--- config.mk ---
export PLATFORM = sky130hd
export DESIGN_NAME = dcc_track_signal_generator
export DESIGN_NICKNAME = d
export VERILOG_FILES = /design/src/rtl/dccgen_pkg.sv /design/src/rtl/dcc_track_signal_generator.sv
export SDC_FILE = /design/constraint.sdc
export NUM_CORES = 1
export LEC_CHECK = 0
export ABC_AREA = 1
export BUFFER_PORTS_ARGS = -buffer_cell sky130_fd_sc_hd__buf_2
export CAP_MARGIN = 20
export CORE_UTILIZATION = 57
export CTS_CLUSTER_DIAMETER = 40
export DETAILED_ROUTE_END_ITERATION = 8
export GPL_TIMING_DRIVEN = 0
export PLACE_DENSITY_LB_ADDON = 0.3
export SYNTH_ARGS = -nofsm -noshare
export SYNTH_HDL_FRONTEND = slang
export SYNTH_SLANG_ARGS = --single-unit
--- constraint.sdc ---
create_clock -name i_clk -period 4.01 [get_ports i_clk]
set_input_delay 0 -clock i_clk [delete_from_list [all_inputs] [get_ports i_clk]]
set_output_delay 0 -clock i_clk [all_outputs]
set_load 0.005 [all_outputs]
--- src/rtl/dccgen_pkg.sv ---
`timescale 1ns / 1ps
// ----------------------------------------------------------------------------
// dccgen_pkg - shared definitions for the dcc track signal generator
// Field widths, register indexes, reset values, frame part and phase codes.
// ----------------------------------------------------------------------------
package dccgen_pkg;

    // configuration port
    localparam int CFG_W     = 48;
    localparam int CFG_IDX_W = 2;

    localparam logic [CFG_IDX_W-1:0] REG_BYTE_COUNT   = 2'd0;
    localparam logic [CFG_IDX_W-1:0] REG_PACKET_BYTES = 2'd1;
    localparam logic [CFG_IDX_W-1:0] REG_PREAMBLE_LEN = 2'd2;

    // register widths and reset values
    localparam int BYTE_COUNT_W = 3;
    localparam int PACKET_W     = 48;
    localparam int PREAMBLE_W   = 5;

    localparam logic [BYTE_COUNT_W-1:0] BYTE_COUNT_RST   = 3'd2;
    localparam logic [PACKET_W-1:0]     PACKET_BYTES_RST = 48'h2E90_0000_0000;
    localparam logic [PREAMBLE_W-1:0]   PREAMBLE_LEN_RST = 5'd14;

    // byte positions held by the packet register
    localparam int PKT_BYTES = PACKET_W / 8;

    // default maximum number of data bytes in use
    localparam int MAX_BYTES_DEF = 6;

    // stream payload widths
    localparam int IN_TDATA_W  = 8;
    localparam int OUT_TDATA_W = 8;

    // frame part codes as reported
    localparam int PART_W = 3;
    localparam logic [PART_W-1:0] PART_PREAMBLE  = 3'd0;
    localparam logic [PART_W-1:0] PART_SEPARATOR = 3'd1;
    localparam logic [PART_W-1:0] PART_DATA      = 3'd2;
    localparam logic [PART_W-1:0] PART_CHECKSUM  = 3'd3;
    localparam logic [PART_W-1:0] PART_END       = 3'd4;

    // frame phase codes (unused code behaves as preamble)
    localparam int PHASE_W = 2;
    localparam logic [PHASE_W-1:0] PH_PREAMBLE = 2'd0;
    localparam logic [PHASE_W-1:0] PH_DATA     = 2'd1;
    localparam logic [PHASE_W-1:0] PH_CHECKSUM = 2'd2;

endpackage

--- src/rtl/dcc_track_signal_generator.sv ---
`timescale 1ns / 1ps
// ----------------------------------------------------------------------------
// dcc_track_signal_generator - dcc packet bit and track level generator
// Each timer tick item advances the bit timing and yields one result item
// with the drive level, the bit on the line and its part of the frame.
// ----------------------------------------------------------------------------
// a result item is valid in the cycle after its tick item is accepted
// throughput: one item per cycle; set by the single result register, which
//   takes a new item whenever it is empty or being drained in that cycle
// reset: synchronous active-low; configuration and state registers return to their defaults, the
//   line starts low at the beginning of a preamble, no result pending
module dcc_track_signal_generator #(
    parameter int MAX_BYTES = dccgen_pkg::MAX_BYTES_DEF
) (
    input  logic                                i_clk,
    input  logic                                i_rst_n,
    // tick item
    input  logic                                i_s_axis_tvalid,
    output logic                                o_s_axis_tready,
    input  logic [dccgen_pkg::IN_TDATA_W-1:0]   i_s_axis_tdata,   // [0] tick
    // result item
    output logic                                o_m_axis_tvalid,
    input  logic                                i_m_axis_tready,
    output logic [dccgen_pkg::OUT_TDATA_W-1:0]  o_m_axis_tdata,   // [0] drive_high,
                                                                  // [1] bit_value,
                                                                  // [4:2] frame_part
    // configuration writes
    input  logic                                i_cfg_we,
    input  logic [dccgen_pkg::CFG_IDX_W-1:0]    i_cfg_index,
    input  logic [dccgen_pkg::CFG_W-1:0]        i_cfg_data
);
    import dccgen_pkg::*;

    // used byte count width and bit counter width
    localparam int UW = $clog2(MAX_BYTES + 1);
    localparam int CW = (UW + 3 > PREAMBLE_W) ? UW + 3 : PREAMBLE_W;

    // configuration registers
    logic [BYTE_COUNT_W-1:0] r_byte_count;
    logic [PACKET_W-1:0]     r_packet_bytes;
    logic [PREAMBLE_W-1:0]   r_preamble_len;

    // bit generator state
    logic               r_sending, n_sending;
    logic [CW-1:0]      r_cnt, n_cnt;
    logic               r_stretch, n_stretch;
    logic               r_first, n_first;
    logic [PHASE_W-1:0] r_phase, n_phase;
    logic               r_sep, n_sep;
    logic               r_level, n_level;
    logic [PART_W-1:0]  r_part, n_part;

    // result register
    logic               r_out_valid;
    logic               r_out_level;
    logic               r_out_bit;
    logic [PART_W-1:0]  r_out_part;

    logic               w_accept;
    logic               w_tick;
    logic [UW-1:0]      w_used;
    logic [CW-1:0]      w_data_len;
    logic [7:0]         w_xsum;
    logic [7:0]         w_byte;

    // handshake
    assign o_s_axis_tready = !r_out_valid || i_m_axis_tready;
    assign w_accept        = i_s_axis_tvalid && o_s_axis_tready;
    assign w_tick          = i_s_axis_tdata[0];

    // configuration register writes
    always_ff @(posedge i_clk) begin
        if (!i_rst_n) begin
            r_byte_count   <= BYTE_COUNT_RST;
            r_packet_bytes <= PACKET_BYTES_RST;
            r_preamble_len <= PREAMBLE_LEN_RST;
        end else if (i_cfg_we) begin
            case (i_cfg_index)
                REG_BYTE_COUNT:   r_byte_count   <= i_cfg_data[BYTE_COUNT_W-1:0];
                REG_PACKET_BYTES: r_packet_bytes <= i_cfg_data[PACKET_W-1:0];
                REG_PREAMBLE_LEN: r_preamble_len <= i_cfg_data[PREAMBLE_W-1:0];
                default: ;
            endcase
        end
    end

    // data bytes in use, saturated, and data length in bits
    always_comb begin
        if (32'(r_byte_count) > MAX_BYTES) begin
            w_used = UW'(MAX_BYTES);
        end else begin
            w_used = UW'(r_byte_count);
        end
        w_data_len = CW'({w_used, 3'b000});
    end

    // checksum over the bytes in use
    always_comb begin
        w_xsum = 8'h00;
        for (int i = 0; i < PKT_BYTES; i++) begin
            if (i < 32'(w_used)) begin
                w_xsum = w_xsum ^ r_packet_bytes[PACKET_W-1-8*i -: 8];
            end
        end
    end

    // bit timing and frame sequencing for one tick
    always_comb begin
        logic [PHASE_W-1:0] v_phase;
        logic [CW-1:0]      v_cnt;
        logic               v_start;
        logic               v_bit;
        logic [PART_W-1:0]  v_part;

        n_sending = r_sending;
        n_cnt     = r_cnt;
        n_stretch = r_stretch;
        n_first   = r_first;
        n_phase   = r_phase;
        n_sep     = r_sep;
        n_level   = r_level;
        n_part    = r_part;
        v_phase   = r_phase;
        v_cnt     = r_cnt;
        v_start   = 1'b0;
        v_bit     = 1'b1;
        v_part    = PART_PREAMBLE;
        w_byte    = 8'h00;

        // byte under the counter, zero past the register
        for (int i = 0; i < PKT_BYTES; i++) begin
            if (32'(r_cnt[CW-1:3]) == i) begin
                w_byte = r_packet_bytes[PACKET_W-1-8*i -: 8];
            end
        end

        if (w_tick) begin
            if (!r_sending && !r_stretch) begin
                // zero-bit halves last one extra tick
                n_stretch = 1'b1;
            end else begin
                n_stretch = 1'b0;
                if (r_first) begin
                    n_first = 1'b0;
                    n_level = 1'b0;
                end else begin
                    // preamble ones
                    if (v_phase != PH_DATA && v_phase != PH_CHECKSUM) begin
                        if (v_cnt < CW'(r_preamble_len)) begin
                            v_cnt   = v_cnt + 1'b1;
                            v_start = 1'b1;
                            v_bit   = 1'b1;
                            v_part  = PART_PREAMBLE;
                        end else begin
                            v_cnt   = '0;
                            v_phase = PH_DATA;
                        end
                    end
                    // separators and data bits
                    if (!v_start && v_phase == PH_DATA) begin
                        if (v_cnt[2:0] == 3'd0 && !r_sep) begin
                            n_sep   = 1'b1;
                            v_start = 1'b1;
                            v_bit   = 1'b0;
                            v_part  = PART_SEPARATOR;
                        end else begin
                            n_sep = 1'b0;
                            if (v_cnt < w_data_len) begin
                                v_bit   = w_byte[~v_cnt[2:0]];
                                v_cnt   = v_cnt + 1'b1;
                                v_start = 1'b1;
                                v_part  = PART_DATA;
                            end else begin
                                v_cnt   = '0;
                                v_phase = PH_CHECKSUM;
                            end
                        end
                    end
                    // checksum bits, then the closing one
                    if (!v_start) begin
                        if (v_cnt < CW'(8)) begin
                            v_bit   = w_xsum[~v_cnt[2:0]];
                            v_cnt   = v_cnt + 1'b1;
                            v_start = 1'b1;
                            v_part  = PART_CHECKSUM;
                        end else begin
                            v_phase = PH_PREAMBLE;
                            v_cnt   = CW'(1);
                            v_start = 1'b1;
                            v_bit   = 1'b1;
                            v_part  = PART_END;
                        end
                    end
                    n_phase   = v_phase;
                    n_cnt     = v_cnt;
                    n_sending = v_bit;
                    n_level   = 1'b1;
                    n_first   = 1'b1;
                    n_part    = v_part;
                end
            end
        end
    end

    // state update on each accepted item
    always_ff @(posedge i_clk) begin
        if (!i_rst_n) begin
            r_sending <= 1'b1;
            r_cnt     <= '0;
            r_stretch <= 1'b0;
            r_first   <= 1'b1;
            r_phase   <= PH_PREAMBLE;
            r_sep     <= 1'b0;
            r_level   <= 1'b0;
            r_part    <= PART_PREAMBLE;
        end else if (w_accept) begin
            r_sending <= n_sending;
            r_cnt     <= n_cnt;
            r_stretch <= n_stretch;
            r_first   <= n_first;
            r_phase   <= n_phase;
            r_sep     <= n_sep;
            r_level   <= n_level;
            r_part    <= n_part;
        end
    end

    // result register valid
    always_ff @(posedge i_clk) begin
        if (!i_rst_n) begin
            r_out_valid <= 1'b0;
        end else if (w_accept) begin
            r_out_valid <= 1'b1;
        end else if (i_m_axis_tready) begin
            r_out_valid <= 1'b0;
        end
    end

    // result register payload
    always_ff @(posedge i_clk) begin
        if (w_accept) begin
            r_out_level <= n_level;
            r_out_bit   <= n_sending;
            r_out_part  <= n_part;
        end
    end

    assign o_m_axis_tvalid = r_out_valid;
    assign o_m_axis_tdata  = {(OUT_TDATA_W - PART_W - 2)'(0), r_out_part, r_out_bit,
                              r_out_level};

endmodule
==> results.md <==
* Outcome: completed
* Async set-or-reset flop fraction in the synthesized netlist at 0%
* Setup crit end kind: flip-flop
* Slew margin rel. at about 43%
* Die area at roughly 8700 sq um
* Post-route ant nets at 0
* Tot GR Track Use at between 30% and 40%
* Fill cells at a little over 600
* Worst EP arrival at ~3.6 ns
* Placer Congestion at 0.924
* Clock network power share at 35.5%
* Crit path kind: flip-flop to flip-flop
* Setup clock skew after layout at 0.0129 ns
* Crit share post-route at slightly below 90%
* Sequential fraction of the synthesis area at between 30% and 40%
* FMAX at roughly 0.28 GHz
* R2r setup slk at between 0.4 and 0.5 ns
* Synth Instances at 726
* CTS resizes at 0
* Clk sinks at roughly 80
* Layout cells sized above 1 at ~14%
* Pre-CTS setup slack at 0.594 ns
* Hold Crit Start: i_rst_n
* Netlist cell types at 46
* Endpoint with the worst hold slack: r_first$_SDFFE_PN1P_
* Root Buffer: clkbuf_8
* CP max FO at 8
* Clk Latency, worst-skew pair at about 0.37 ns
* Reg power frac at about half
* Synth area leader: dfxtp_1
* Seq cells post-synth at 78
* CTS tree: built
* Nets at around 930
* Net Sw Power at a little over 0.5 mW
* Ports at 73
* P per Cell Area at just under 300 nW/um^2
* Total congestion overflow at 0
* Area Growth Syn to Fin at 25.7%
* Count of input and output buffers at 62
* Vias at around 5400
* Logic pwr share at between 10% and 20%
* Placed standard-cell area at between 5000 and 6000 sq um
* Static Leak at between 2 and 3 nW
* RSZ-0062 raised after global routing: no
* Fin area at roughly 6000 sq um
* Final Slew Violations at 0
* Width of the chip at between 90 and 100 um
* Setup TNS at 0 ns
* Min Hold Slack at between 0.07 and 0.08 ns
* Final worst setup slack at about 0.50 ns
* Cell Area, Synth at 4750 sq um
* Hold path cells at 4
* Commonest non-fill, non-tap cell in the layout: nand2_1
* Ant. Diodes at 0
* Internal power at 1.25 mW
* Main area contributors after synthesis: dfxtp_1, nand2_1, o21ai_0
* Final Hold Vio Count at 0
* Worst r2r dst: r_out_part[1]$_DFFE_PP_
* Final min period at between 3 and 4 ns
* Post-DP HPWL at a little over 10000 um
* Share of the synthesized area in the top cell type at 30.8%
* Row count at 32
* Post-detailed-route wirelength per cell at 15.3 um
* Avg Cell Area, Syn at between 6 and 7 sq um
* Total CTS buffers at 9
* Avg Vias per Cell at roughly 5.6
* First-pass GRT wire length at 23800 um
* Synth warn at 0
* HP Class: primary input to flip-flop
* Total Wirelength at around 15000 um
* Max clock buf depth at 2
* Slew @ Worst Pin at between 0.8 and 0.9 ns
* # DRC at 0
* Largest net degree at the start of global routing at 14
* Setup violators final at 0
* DR iter-0 viols at roughly 370
* Path depth of the worst reg2reg path at 21
* Peak supply drop at approximately 220 uV
* Initial antenna violation count at 0
* Vias in the first global route at between 5000 and 6000
* Max H-tree Level at 3
* Most frequent cells in the layout: nand2_1, inv_1, nor2_1
* Number of synthesized flops with an enable pin at 5
* Worst Path Required at between 4 and 5 ns
* Primary FF master, synth: dfxtp_1
* Crit start category: flip-flop
* Die height at 93.3 um
* Reg2reg start: r_cnt[4]$_SDFFE_PN0P_
* Core area at about 8000 sq um
* CTS clk-pin slew, worst paths at around 0.09 ns
* Sw Ratio at just under 30%
* Starting Density at around three fifths
* Drt first pass iters at 5
* Total of max-cap violations at 0
worst max-delay path: stages, from the launching register on:
cell and delay, ns:
dfxtp_1 0.40, ha_1 0.38, nand2_1 0.08, nor2_1 0.11, nand2_1 0.14, nand2_4 0.13
nand2_4 0.09, nand2_1 0.09, inv_1 0.06, ha_1 0.31, a21oi_1 0.44, nand2_2 0.11
o21ai_2 0.26, nand2_1 0.10, nand2_1 0.10, nor2_2 0.05, nand2_2 0.09, nor2_4 0.06
inv_2 0.05, nand2_1 0.04, o21ai_1 0.10, inv_1 0.06
final cells by class:
cell class | count | area, sq um | share of cell area [%]
Tap cell | 102 | 128 | 2.14
Timing Repair Buffer | 120 | 886 | 14.8
Clock inverter | 6 | 61.3 | 1.03
Multi-Input combinational cell | 527 | 2660 | 44.6
Sequential cell | 78 | 1610 | 27.0
Inverter | 98 | 369 | 6.18
Buffer | 25 | 116 | 1.95
Clock buffer | 10 | 138 | 2.31
what timing repair did:
action | 4_1_cts | 5_1_grt
hold endpoints to repair | 58 | 0
setup buffers | 0 | 0
hold buffers | 57 | 0
power groups by stage:
stage / Clock [mW] / Sequential [mW] / Combinational (mW)
final: 0.624 / 0.847 / 0.290
after global routing: 0.653 / 0.852 / 0.320
after CTS: 0.620 / 0.846 / 0.278
after detailed placement: 0 / 0.864 / 0.235
after global placement: 0 / 0.863 / 0.227
after floorplan: 0 / 0.857 / 0.154
Yosys cell counts, types with 2 or more instances:
cell type / instances
xnor2_1: 7
nand3b_1: 3
xor2_1: 8
nand2b_1: 2
a22oi_1: 4
o211ai_1: 11
inv_2: 7
inv_1: 88
clkinv_1: 2
a21oi_4: 2
o22ai_1: 12
o2111ai_1: 4
clkbuf_1: 16
nand3_1: 50
nand4_1: 9
ha_1: 10
edfxtp_1: 5
or2_1: 2
nor3_1: 4
dfxtp_1: 73
nand2_4: 3
buf_4: 5
buf_2: 3
o21ai_1: 3
nor2_2: 3
a21oi_1: 41
nand2_2: 7
nor2_1: 82
or2_2: 5
o21ai_0: 73
nand2_1: 167
metal layers:
| metal | global-route usage, % | up-vias | part of all wire, % |
|---|---|---|---|
| li1 | - | 2632 | - |
| met1 | 40.0 | 2486 | 38 |
| met2 | 63.5 | 254 | 50 |
| met3 | 6.02 | 53 | 7.0 |
| met4 | 19.7 | 0 | 4.9 |
| met5 | 0 | - | 0 |
through the flow:
step	power [mW]	utilization, %	std cells
2_1_floorplan	1.01	-	728
3_3_place_gp	1.09	65.9	892
3_5_place_dp	1.10	65.9	893
4_1_cts	1.75	75.7	966
5_1_grt	1.82	75.7	966
6_report	1.76	75.7	966
state kept, by name (all words and copies together), names as in the netlist:
| name | flops |
|---|---|
| o_m_axis_tvalid | 1 |
| r_byte_count | 3 |
| r_cnt | 6 |
| r_first | 1 |
| r_level | 1 |
| r_out_bit | 1 |
| r_out_level | 1 |
| r_out_part | 3 |
| r_packet_bytes | 48 |
| r_part | 3 |
| r_phase | 2 |
| r_preamble_len | 5 |
| r_sending | 1 |
| r_sep | 1 |
| r_stretch | 1 |
cells by family after synthesis:
family	share of synthesized area, %
adder cells (fa/ha/maj)	2.63
flip-flops	33.9
AND/OR/NAND/NOR	30.9
other	0.0789
multiplexers	0.211
XOR/XNOR	2.77
AO/OA/AOI/OAI	19.3
buffers and inverters	10.2
worst max-delay path by stage:
stage	end	slack, ns	start
after CTS	r_out_part[1]$_DFFE_PP_	0.54	r_cnt[4]$_SDFFE_PN0P_
after global routing	r_sending$_SDFFE_PN1P_	0.22	r_cnt[4]$_SDFFE_PN0P_
after floorplan	r_out_part[1]$_DFFE_PP_	1.11	r_cnt[4]$_SDFFE_PN0P_
after detailed placement	r_out_part[1]$_DFFE_PP_	0.59	r_cnt[4]$_SDFFE_PN0P_
after global placement	r_out_part[1]$_DFFE_PP_	0.63	r_cnt[4]$_SDFFE_PN0P_
final	r_out_part[1]$_DFFE_PP_	0.50	r_cnt[4]$_SDFFE_PN0P_
Power figures use the tool's default switching activity.
